<file path="src/hw/rtl/ssag_pkg.sv">
// Package for the spiral scan address generator: widths, request/result types and the microcode.
package ssag_pkg;

    localparam int MAX_SIDE   = 1024;
    localparam int CNT_W      = 11;                       // width of a grid side register
    localparam int CELL_W     = 10;                       // width of a cell coordinate
    localparam int POS_W      = 13;                       // signed walk position
    localparam int LEG_W      = 12;                       // leg length and progress
    localparam int EMIT_W     = 21;                       // emitted cell count
    localparam int PADDR_W    = 3;
    localparam int PDATA_W    = 32;

    localparam logic [CNT_W-1:0] SIDE_LIMIT = CNT_W'(MAX_SIDE);

    localparam logic OP_START = 1'b0;
    localparam logic OP_NEXT  = 1'b1;

    typedef enum logic [1:0] {
        HEAD_EAST  = 2'd0,
        HEAD_SOUTH = 2'd1,
        HEAD_WEST  = 2'd2,
        HEAD_NORTH = 2'd3
    } t_heading;

    typedef struct packed {
        logic              op;
        logic [CELL_W-1:0] start_row;
        logic [CELL_W-1:0] start_col;
    } t_req;

    typedef struct packed {
        logic [CELL_W-1:0] cell_row;
        logic [CELL_W-1:0] cell_col;
        logic              last_cell;
        logic              valid_res;
    } t_res;

    typedef enum logic [2:0] {
        ST_FETCH     = 3'd0,
        ST_DISPATCH  = 3'd1,
        ST_NEXT_CHK  = 3'd2,
        ST_ADVANCE   = 3'd3,
        ST_EMIT_NEXT = 3'd4,
        ST_START_CHK = 3'd5,
        ST_LOAD_EMIT = 3'd6,
        ST_EMIT_INV  = 3'd7
    } t_step;

    typedef enum logic [2:0] {
        C_NEVER,
        C_ALWAYS,
        C_OP_START,
        C_NOT_ACTIVE,
        C_ADV_OUT,
        C_START_OUT
    } t_cond;

    typedef enum logic [2:0] {
        DP_NONE,
        DP_FETCH,
        DP_ADVANCE,
        DP_EMIT_NEXT,
        DP_LOAD_EMIT,
        DP_EMIT_INV
    } t_dp;

    typedef struct packed {
        logic  wait_in;
        logic  wait_out;
        t_dp   dp;
        t_cond cond;
        t_step target;
    } t_uword;

    // Control store: a taken condition jumps to target, otherwise the step counter moves on.
    function automatic t_uword ucode(input t_step a);
        t_uword w;
        w = '{wait_in: 1'b0, wait_out: 1'b0, dp: DP_NONE, cond: C_NEVER, target: ST_FETCH};
        unique case (a)
            ST_FETCH: begin
                w.wait_in = 1'b1;
                w.dp      = DP_FETCH;
            end
            ST_DISPATCH: begin
                w.cond   = C_OP_START;
                w.target = ST_START_CHK;
            end
            ST_NEXT_CHK: begin
                w.cond   = C_NOT_ACTIVE;
                w.target = ST_EMIT_INV;
            end
            ST_ADVANCE: begin
                w.dp     = DP_ADVANCE;
                w.cond   = C_ADV_OUT;
                w.target = ST_ADVANCE;
            end
            ST_EMIT_NEXT: begin
                w.wait_out = 1'b1;
                w.dp       = DP_EMIT_NEXT;
                w.cond     = C_ALWAYS;
                w.target   = ST_FETCH;
            end
            ST_START_CHK: begin
                w.cond   = C_START_OUT;
                w.target = ST_EMIT_INV;
            end
            ST_LOAD_EMIT: begin
                w.wait_out = 1'b1;
                w.dp       = DP_LOAD_EMIT;
                w.cond     = C_ALWAYS;
                w.target   = ST_FETCH;
            end
            ST_EMIT_INV: begin
                w.wait_out = 1'b1;
                w.dp       = DP_EMIT_INV;
                w.cond     = C_ALWAYS;
                w.target   = ST_FETCH;
            end
            default: begin
                w.cond   = C_ALWAYS;
                w.target = ST_FETCH;
            end
        endcase
        return w;
    endfunction

endpackage

</file>
<file path="src/hw/rtl/spiral_scan_address_generator.sv">
// Top level of the spiral scan address generator: microcoded sequencer, walk datapath, APB registers.
//
// Usage: a request on the input channel either starts a walk (op 0) at start_row/start_col
// or asks for the next cell of the clockwise square spiral (op 1). Each request gives
// exactly one result on the output channel; valid_res is 0 when no cell is produced.
// The grid size is set through the APB port: row_count at address 0, col_count at 4.
// Writing either register ends any walk in progress.
// Sequence: a request is taken in the fetch step. A start passes the dispatch and start-check
// steps to its emit step and the output register, whether it is accepted or rejected; a next
// request when no walk is active does so through the dispatch and next-check steps. A next
// request in a walk adds k advance steps after those, where k >= 1 is the number of single-cell
// moves the spiral makes to reach the next cell inside the grid; one move is made per cycle, so
// legs that run outside the grid lengthen k. The sequencer is back in the fetch step the cycle
// after its emit step.
// A request is accepted only in the fetch step, one at a time.
// The result sits in an output register; the sequencer fetches and works on the next
// request while it waits, and only holds at its emit step if the register is still full.
// A stalled result holds its payload.
// Reset sets both grid sides to 1, clears the walk and empties the output register.
module spiral_scan_address_generator (
    input  logic                          i_clk,
    input  logic                          i_rst_n,
    input  logic                          i_in_valid,
    output logic                          o_in_stall,
    input  ssag_pkg::t_req                i_in_data,
    output logic                          o_out_valid,
    input  logic                          i_out_stall,
    output ssag_pkg::t_res                o_out_data,
    input  logic                          psel,
    input  logic                          penable,
    input  logic                          pwrite,
    input  logic [ssag_pkg::PADDR_W-1:0]  paddr,
    input  logic [ssag_pkg::PDATA_W-1:0]  pwdata,
    output logic [ssag_pkg::PDATA_W-1:0]  prdata,
    output logic                          pready
);
    import ssag_pkg::*;

    // Configuration registers and derived grid size.
    logic [CNT_W-1:0]  r_rows, r_cols;
    logic [CNT_W-1:0]  eff_rows, eff_cols;
    logic [EMIT_W-1:0] r_total;
    logic              cfg_wr;

    // Sequencer.
    t_step  r_upc;
    t_uword uw;
    logic   hold, taken;

    // Walk state.
    t_req               r_req;
    logic [POS_W-1:0]   r_pos_row, r_pos_col;
    logic [LEG_W-1:0]   r_leg_len, r_leg_prog;
    logic               r_second;
    t_heading           r_heading;
    logic [EMIT_W-1:0]  r_count;
    logic               r_active;

    // Output register.
    logic  r_out_valid;
    t_res  r_out;

    logic [POS_W-1:0]  adv_row, adv_col;
    logic [LEG_W-1:0]  prog_inc;
    logic              leg_done;
    logic              adv_in_grid, start_in_grid;
    logic [EMIT_W-1:0] count_inc;
    logic              out_busy;

    assign pready = 1'b1;
    assign cfg_wr = psel && penable && pwrite;
    assign prdata = paddr[2] ? PDATA_W'(r_cols) : PDATA_W'(r_rows);

    assign eff_rows = (r_rows > SIDE_LIMIT) ? SIDE_LIMIT : r_rows;
    assign eff_cols = (r_cols > SIDE_LIMIT) ? SIDE_LIMIT : r_cols;

    always_ff @(posedge i_clk) begin
        if (!i_rst_n) begin
            r_rows <= CNT_W'(1);
            r_cols <= CNT_W'(1);
        end else if (cfg_wr) begin
            if (paddr[2]) begin
                r_cols <= pwdata[CNT_W-1:0];
            end else begin
                r_rows <= pwdata[CNT_W-1:0];
            end
        end
    end

    // The grid area is registered off the multiplier; it follows a side write in the next cycle.
    always_ff @(posedge i_clk) begin
        r_total <= EMIT_W'(eff_rows) * EMIT_W'(eff_cols);
    end

    // Single move along the current heading.
    always_comb begin
        adv_row = r_pos_row;
        adv_col = r_pos_col;
        case (r_heading)
            HEAD_EAST:  adv_col = r_pos_col + POS_W'(1);
            HEAD_SOUTH: adv_row = r_pos_row + POS_W'(1);
            HEAD_WEST:  adv_col = r_pos_col - POS_W'(1);
            default:    adv_row = r_pos_row - POS_W'(1);
        endcase
    end

    assign prog_inc      = r_leg_prog + LEG_W'(1);
    assign leg_done      = prog_inc >= r_leg_len;
    assign adv_in_grid   = !adv_row[POS_W-1] && !adv_col[POS_W-1]
                         && (adv_row[POS_W-2:0] < (POS_W-1)'(eff_rows))
                         && (adv_col[POS_W-2:0] < (POS_W-1)'(eff_cols));
    assign start_in_grid = (CNT_W'(r_req.start_row) < eff_rows)
                         && (CNT_W'(r_req.start_col) < eff_cols);
    assign count_inc     = r_count + EMIT_W'(1);
    assign out_busy      = r_out_valid && i_out_stall;

    assign uw   = ucode(r_upc);
    assign hold = (uw.wait_in && !i_in_valid) || (uw.wait_out && out_busy);

    always_comb begin
        case (uw.cond)
            C_ALWAYS:     taken = 1'b1;
            C_OP_START:   taken = (r_req.op == OP_START);
            C_NOT_ACTIVE: taken = !r_active;
            C_ADV_OUT:    taken = !adv_in_grid;
            C_START_OUT:  taken = !start_in_grid;
            default:      taken = 1'b0;
        endcase
    end

    assign o_in_stall = !uw.wait_in;

    // Step counter, walk control state and output valid.
    always_ff @(posedge i_clk) begin
        if (!i_rst_n) begin
            r_upc       <= ST_FETCH;
            r_active    <= 1'b0;
            r_out_valid <= 1'b0;
            r_leg_len   <= LEG_W'(1);
            r_leg_prog  <= '0;
            r_second    <= 1'b0;
            r_heading   <= HEAD_EAST;
            r_count     <= '0;
        end else begin
            if (r_out_valid && !i_out_stall) begin
                r_out_valid <= 1'b0;
            end
            if (!hold) begin
                r_upc <= taken ? uw.target : t_step'(r_upc + 3'd1);
                case (uw.dp)
                    DP_ADVANCE: begin
                        if (leg_done) begin
                            r_leg_prog <= '0;
                            r_heading  <= t_heading'(r_heading + 2'd1);
                            r_second   <= !r_second;
                            if (r_second) begin
                                r_leg_len <= r_leg_len + LEG_W'(1);
                            end
                        end else begin
                            r_leg_prog <= prog_inc;
                        end
                    end
                    DP_EMIT_NEXT: begin
                        r_count     <= count_inc;
                        r_active    <= count_inc < r_total;
                        r_out_valid <= 1'b1;
                    end
                    DP_LOAD_EMIT: begin
                        r_leg_len   <= LEG_W'(1);
                        r_leg_prog  <= '0;
                        r_second    <= 1'b0;
                        r_heading   <= HEAD_EAST;
                        r_count     <= EMIT_W'(1);
                        r_active    <= EMIT_W'(1) < r_total;
                        r_out_valid <= 1'b1;
                    end
                    DP_EMIT_INV: begin
                        r_active    <= 1'b0;
                        r_out_valid <= 1'b1;
                    end
                    default: begin
                    end
                endcase
            end
            if (cfg_wr) begin
                r_active <= 1'b0;
            end
        end
    end

    // Payload registers: request copy, position and result.
    always_ff @(posedge i_clk) begin
        if (!hold) begin
            case (uw.dp)
                DP_FETCH: begin
                    r_req <= i_in_data;
                end
                DP_ADVANCE: begin
                    r_pos_row <= adv_row;
                    r_pos_col <= adv_col;
                end
                DP_EMIT_NEXT: begin
                    r_out.cell_row  <= r_pos_row[CELL_W-1:0];
                    r_out.cell_col  <= r_pos_col[CELL_W-1:0];
                    r_out.last_cell <= count_inc >= r_total;
                    r_out.valid_res <= 1'b1;
                end
                DP_LOAD_EMIT: begin
                    r_pos_row       <= POS_W'(r_req.start_row);
                    r_pos_col       <= POS_W'(r_req.start_col);
                    r_out.cell_row  <= r_req.start_row;
                    r_out.cell_col  <= r_req.start_col;
                    r_out.last_cell <= EMIT_W'(1) >= r_total;
                    r_out.valid_res <= 1'b1;
                end
                DP_EMIT_INV: begin
                    r_out <= '0;
                end
                default: begin
                end
            endcase
        end
    end

    assign o_out_valid = r_out_valid;
    assign o_out_data  = r_out;

`ifndef ASSERT_OFF
    // Only one request is in flight: the sequencer leaves the fetch step right after a take.
    a_one_request: assert property (@(posedge i_clk) disable iff (!i_rst_n)
        (i_in_valid && !o_in_stall) |=> o_in_stall)
        else $error("request taken while another is in flight");

    // A result with no cell carries zero fields.
    a_invalid_zero: assert property (@(posedge i_clk) disable iff (!i_rst_n)
        (r_out_valid && !r_out.valid_res) |->
        (r_out.cell_row == '0 && r_out.cell_col == '0 && !r_out.last_cell))
        else $error("result without a cell has nonzero fields");

    // Leg progress always stays below the leg length.
    a_leg_prog: assert property (@(posedge i_clk) disable iff (!i_rst_n)
        r_leg_prog < r_leg_len)
        else $error("leg progress reached leg length");

    // A new result only appears from one of the emit steps.
    a_emit_src: assert property (@(posedge i_clk) disable iff (!i_rst_n)
        $rose(r_out_valid) |->
        ($past(r_upc) == ST_EMIT_NEXT || $past(r_upc) == ST_LOAD_EMIT
         || $past(r_upc) == ST_EMIT_INV))
        else $error("result appeared outside an emit step");

    // Once the last cell has been delivered, no walk remains active.
    a_last_ends: assert property (@(posedge i_clk) disable iff (!i_rst_n)
        (r_out_valid && !i_out_stall && r_out.last_cell) |-> !r_active)
        else $error("walk still active after the last cell");
`endif

endmodule

</file>
<file path="config.mk">
export PLATFORM = sky130hd
export DESIGN_NAME = spiral_scan_address_generator
export DESIGN_NICKNAME = d
export VERILOG_FILES = /design/src/hw/rtl/ssag_pkg.sv /design/src/hw/rtl/spiral_scan_address_generator.sv
export SDC_FILE = /design/constraint.sdc
export NUM_CORES = 1
export LEC_CHECK = 0
export BUFFER_PORTS_ARGS = -buffer_cell sky130_fd_sc_hd__buf_2
export CORE_UTILIZATION = 60
export CTS_BUF_LIST = sky130_fd_sc_hd__clkbuf_4 sky130_fd_sc_hd__clkbuf_8 sky130_fd_sc_hd__clkbuf_16
export DETAILED_ROUTE_END_ITERATION = 10
export PLACE_DENSITY = 0.8
export SYNTH_ARGS = -nofsm -noshare
export SYNTH_HDL_FRONTEND = slang
export SYNTH_SLANG_ARGS = --single-unit
export TNS_END_PERCENT = 1
</file>
<file path="constraint.sdc">
create_clock -name i_clk -period 8.9 [get_ports i_clk]
set_input_delay 0.445 -clock i_clk [delete_from_list [all_inputs] [get_ports i_clk]]
set_output_delay 0.445 -clock i_clk [all_outputs]
set_load 0.1 [all_outputs]
</file>
==> impl_metrics.tcl, run 1 <==
set metrics [dict create \
    powerDensity_nw_per_um2 173 \
    arrival_ps 6650 \
    critPathLaunchType "flip-flop" \
    grt_antenna_before_repair 0 \
    dp_slack_ps 2760 \
    grtUsageTotal_pct 29.6 \
    die_x_um 155 \
    status "completed" \
    hold_path.class "in2reg" \
    path_cells "nor2b_1 > inv_1 > nor2_1 > fa_1 > ha_1 > fa_1 > inv_1 > fa_1 > fa_1 > inv_1 > ha_1 > o21ai_0 > a21oi_1 > o21ai_0 > a21boi_0 > o2111ai_1 > a31oi_1 > a21bo_2 > a21oi_1 > xnor2_1" \
    finalHoldViolations 0 \
    hpwl_mm 24.8 \
    p_leak_nw 6.70 \
    cts_buffers 17 \
    crit_fanout 17 \
    yosys.area.top_type "edfxtp_1" \
    fin_crit_sh_pct 71.0 \
    synth.ff_latch_count 165 \
    seq_area_frac_synth_pct 28.3 \
    cpMostUsedCell "fa_1" \
    peakVddDrop_uv 107 \
    synth_top_area_share_pct 14.7 \
    postCtsHoldBufs 0 \
    synthFlopType "dfxtp_1" \
    finalSetupTns_ps 0 \
    cts_setup_buffers 0 \
    ys_warn_count 0 \
    grt_pass1_vias 11600 \
    final_core_util_pct 66.5 \
    fin_nets 1967 \
    worst_ep_required_time_ps 9230 \
    cts_sinks 165 \
    htree_levels 4 \
    cts_root_buf "clkbuf_16" \
    drive_above_1_share_pct 9.56 \
    die_y_um 155 \
    gr-total-overflow 0 \
    cts_tree "yes" \
    drt-wirelength-per-cell_um 16.9 \
    portBuffers 74 \
    grt_max_degree 47 \
    async_flop_share_pct 0 \
    final_area_um2 15200 \
    crit_path_max_incr_delay_ps 820 \
    finalCriticalPeriod_ps 6320 \
    first_iter_violations 811 \
    place_area_um2 14700 \
    fin_hold_ws_ps 167 \
    ant_nets 0 \
    ys_types 75 \
    coreArea_um2 22800 \
    fillers 1846 \
    drv_cap 0 \
    max_freq_mhz 158 \
    synth_edf_count 69 \
    syn_avg_cell_area_um2 8.74 \
    final_common_cell "nand2_1" \
    start_util_pct 61.7 \
    syn_inst 1614 \
    num_io_pins 120 \
    totalWireLength_mm 33.7 \
    clkLatencyLatePin_ps 450 \
    drt-pass1-iter-count 5 \
    placedCellCount 1955 \
    cts_buffer_depth 2 \
    total_power_mw 2.64 \
    synth.area.top_cells "edfxtp_1, ha_1, dfxtp_1" \
    path_class "reg2reg" \
    synthesis.area_um2 14100 \
    vias_per_cell 5.91 \
    routed-via-count 11700 \
    diodes 0 \
    rows 55 \
    cpMaxStageDelayCell "nor2b_1" \
    die_area_um2 24100 \
    syn2layout_area_growth_pct 7.84 \
    clk_pin_slew_ps 70 \
    drc 0 \
    setup_violations 0 \
    skew_ps 13.6 \
    worst_slack_ps 2580 \
    slew_headroom_pct 37.0 \
    drv_slew 0 \
    layout_common_cells "nand2_1, nor2_1, ha_1" \
    place_congestion 0.915 \
    grt_pass1_wl_mm 56.6 \
    worstMarginPinSlew_ps 942 \
    cts_resized 0 \
    rsz0062_at_grt "false" \
    crit_path_end_kind "flip-flop" \
    fin_cells 1987 \
]
-- synth_stat cells (3+ instances only) --
master     instances
o31ai_1            3
and3_1            10
o2111ai_1          5
dfxtp_1           96
nand3b_1           8
inv_1            158
mux2i_1            6
buf_4             22
a211oi_1          12
nor3_1            16
nand4_1           19
nand2_1          208
nand3_1           45
buf_1              4
clkinv_1           7
nor2b_1           37
clkbuf_1          43
fa_1              81
or2_2              4
a22oi_1            8
ha_1             162
a21o_1            24
a21oi_1           94
o21a_1            13
o211ai_1           9
o41ai_1            3
o31a_1             4
buf_2              4
xor2_1            31
nand2b_1          12
a211o_1            5
nor2_1           174
xnor2_1           46
and2_1             3
nor4_1            17
o21ai_1            3
mux2_2            21
o21ai_0           71
edfxtp_1          69
o21bai_1           3
a31oi_1            8
-- power by group --
part | internal, mW | switching, mW | total (mW)
sequential | 0.908 | 0.0906 | 0.998
combinational | 0.281 | 0.635 | 0.916
clock | 0.376 | 0.345 | 0.721
total | 1.57 | 1.07 | 2.64
-- path summary, 6_finish.rpt --
check                start           to  slack (ps)  cells after the start
min          i_in_data[10]    r_req[10]         170                      1
min reg2reg      r_cols[3]    r_cols[3]         470                      2
max reg2reg     r_cols[10]  r_total[19]        2580                     20
max             r_cols[10]  r_total[19]        2580                     20
-- state kept, by name (all words and copies together), names as in the netlist, named ones only --
name         cells
r_upc            2
r_active         1
r_req           21
r_leg_prog      12
r_cols          11
r_rows          11
r_second         1
o_out_data      22
r_pos_row       13
r_leg_len       12
r_count         21
o_out_valid      1
r_heading        2
r_total         21
r_pos_col       13
-- cells by family after synthesis --
group | Yosys count | share of synthesized area (%)
simple gates | 564 | 18.1
buf+inv | 242 | 7.17
mux | 27 | 2.10
fa+ha+maj | 243 | 25.9
flops | 165 | 28.3
other cells | 2 | 0.0533
xor+xnor | 77 | 4.78
compound gates | 294 | 13.6
-- routing by layer --
metal / wire length (um) / GRT usage, % / share of wire, %
met1: 13900 / 37.3 / 41
met2: 16100 / 50.3 / 48
met3: 2340 / 4.68 / 7.0
met5: 0 / 0 / 0
met4: 1360 / 13.5 / 4.0
-- layout make-up --
class	instances	area [um2]	share of cell area, %
clock buffer	19	453	2.98
clock inverter	13	98.8	0.650
inverter	167	627	4.12
multi-input combinational	1227	9200	60.5
sequential	165	3990	26.3
tap	313	392	2.58
timing repair buffer	83	438	2.88
-- worst max-delay path, delay by kind of cell, from the launching register on --
kind,cells,cell delay [ps]
compound gates,8,1600
xor+xnor,1,130
simple gates,2,1050
flops,1,510
buf+inv,3,380
fa+ha+maj,6,2530
(Power assumes the default switching activity.)
==> run 2: changes to the inputs <==
Settings changed: ABC_AREA set to 1.
Clock period 8.9 ns to 5.95 ns, I/O delays scaled along.
==> impl_metrics.tcl, run 2 <==
set metrics [dict create \
    status "completed" \
    synthesis.area_um2 13900 \
    seq_area_frac_synth_pct 28.8 \
    skew_ps 11.1 \
    timing.critical_path.buf_inv 5 \
    start_util_pct 61.3 \
    setup_violations 0 \
    arrival_ps 6050 \
    ant_nets 0 \
    use_met3_pct 3.92 \
    max_freq_mhz 175 \
    clkLatencyLatePin_ps 440 \
    hpwl_mm 25.5 \
    cts_root_buf "clkbuf_16" \
    cts_sinks 165 \
    syn_inst 1746 \
    postCtsHoldBufs 0 \
    synthFlopType "dfxtp_1" \
    cpMostUsedCell "fa_1" \
    drc 0 \
    grt_pass1_vias 11700 \
    drt-wirelength-per-cell_um 15.0 \
    rows 55 \
    worstMarginPinSlew_ps 974 \
    num_io_pins 120 \
    synth.ff_latch_count 165 \
    worst_ep_required_time_ps 6280 \
    slew_headroom_pct 35.0 \
    drv_slew 0 \
    path_class "reg2reg" \
    die_y_um 154 \
    crit_fanout 6 \
    met2_usage_pct 50.5 \
    cp_top_family "adder cells" \
    cts_tree "yes" \
    ys_types 55 \
    htree_levels 4 \
    async_flop_share_pct 0 \
    largest_register_ff_count 22 \
    final_core_util_pct 68.4 \
    grt_max_degree 45 \
    grt_pass1_wl_mm 54.5 \
    synth.area.top_cells "edfxtp_1, ha_1, dfxtp_1" \
    grt_antenna_before_repair 0 \
    place_congestion 0.896 \
    critPathLaunchType "flip-flop" \
    synth_top_area_share_pct 14.9 \
    fin_crit_sh_pct 96.2 \
    peakVddDrop_uv 185 \
    netlist_top_cells_count "nand2_1, inv_1, nor2_1" \
    use_met1_pct 35.8 \
    fillers 1790 \
    crit_path_end_kind "flip-flop" \
    yosys.area.top_type "edfxtp_1" \
    diodes 0 \
    ys_warn_count 0 \
    top_usage_layer "met2" \
    synth_edf_count 69 \
    cts_buffer_depth 2 \
    finalCriticalPeriod_ps 5720 \
    clk_pin_slew_ps 70 \
    coreArea_um2 22600 \
    powerDensity_nw_per_um2 272 \
    p_leak_nw 7.51 \
    first_iter_violations 803 \
    path_cells "nor4_2 > a41oi_2 > buf_4 > nor2_1 > buf_4 > nand2_1 > fa_1 > fa_1 > inv_1 > fa_1 > fa_1 > inv_1 > fa_1 > inv_1 > ha_1 > a21oi_1 > o21ai_0 > nand2_1 > o2111ai_1 > a211oi_1 > nor2_1 > xor2_1" \
    drv_cap 0 \
    cts_buffers 17 \
    drt-pass1-iter-count 7 \
    cpMaxStageDelayCell "fa_1" \
    final_common_cell "nand2_1" \
    drive_above_1_share_pct 11.5 \
    final-seq-area_um2 3990 \
    syn_avg_cell_area_um2 7.95 \
    fin_nets 2162 \
    gr-total-overflow 0 \
    layout_common_cells "nand2_1, inv_1, nor2_1" \
    hold_path.class "in2reg" \
    finalHoldViolations 0 \
    die_area_um2 23700 \
    portBuffers 74 \
    die_x_um 154 \
    syn2layout_area_growth_pct 11.7 \
    total_power_mw 4.21 \
    multi_input_area_um2 8660 \
    routed-via-count 11800 \
    totalWireLength_mm 32.3 \
    synth_most_common_cell "nand2_1" \
    crit_path_max_incr_delay_ps 540 \
    grtUsageTotal_pct 28.7 \
    vias_per_cell 5.49 \
    rsz0062_at_grt "true" \
]
run 2: kinds of logic (layout without fill, tap and decap cells):
| family | count (synthesis) | in the layout | share of synthesized area, % |
|---|---|---|---|
| AND/OR/NAND/NOR | 636 | 636 | 19.0 |
| AO/OA/AOI/OAI | 292 | 292 | 11.9 |
| XOR/XNOR | 64 | 64 | 4.04 |
| adder cells (fa/ha/maj) | 243 | 243 | 26.3 |
| other | 2 | 22 | 0.0541 |
| buffers and inverters | 344 | 447 | 9.93 |
| flip-flops | 165 | 165 | 28.8 |
run 2: layout make-up:
class / instances / area share, %
flip-flops and latches: 165 / 25.8
inverters: 286 / 6.98
multi-input cells: 1257 / 55.9
repair buffers: 129 / 5.05
well taps: 285 / 2.30
clock inverters: 13 / 0.953
clock buffers: 19 / 3.07
run 2: final timing paths:
kind	start	end	slack [ps]	cells after the start
hold / removal	i_in_data[2]	r_req[2]	30	1
hold reg to reg	r_leg_len[10]	r_leg_len[10]	470	2
setup reg to reg	r_rows[2]	r_total[19]	230	22
setup / recovery	r_rows[2]	r_total[19]	230	22
run 2: per-layer routing:
layer,vias up,routed length [um]
met2,350,15800
met1,5588,13900
met4,0,873
met5,-,0
met3,49,1780
li1,5849,-
run 2: worst reg2reg max path, stage by stage (launching register included):
cell       delay, ps
dfxtp_1          320
nor4_2           340
a41oi_2          260
buf_4            220
nor2_1           160
buf_4            170
nand2_1           70
fa_1             510
fa_1             520
inv_1             50
fa_1             470
fa_1             540
inv_1             50
fa_1             530
inv_1             40
ha_1             360
a21oi_1          170
o21ai_0          120
nand2_1           90
o2111ai_1        160
a211oi_1         250
nor2_1            70
xor2_1           140
run 2: through the flow:
stage / cells / setup WS, ps / setup TNS (ps) / hold slack [ps] / instance area [um2]
floorplan: 1766 / 196 / 0 / 396 / 13900
global placement: 2119 / 226 / 0 / 454 / 14800
detailed placement: 2119 / -11.5 / -11.5 / 460 / 14800
CTS: 2151 / 23.9 / 0 / 26.2 / 15400
global route: 2154 / -102 / -320 / 27.5 / 15500
finish: 2154 / 228 / 0 / 34.9 / 15500
run 2: power by group:
part | switching [mW] | total, mW | internal (mW)
logic | 1.11 | 1.58 | 0.479
clock network | 0.533 | 1.15 | 0.615
registers | 0.0980 | 1.48 | 1.38
run 2: timing repair:
action	4_1_cts	5_1_grt
endpoints found under the setup margin	4	10
pin swaps	0	4
gates cloned	0	0
gates resized for setup	2	24
setup buffers	0	3
hold endpoints to repair	0	0
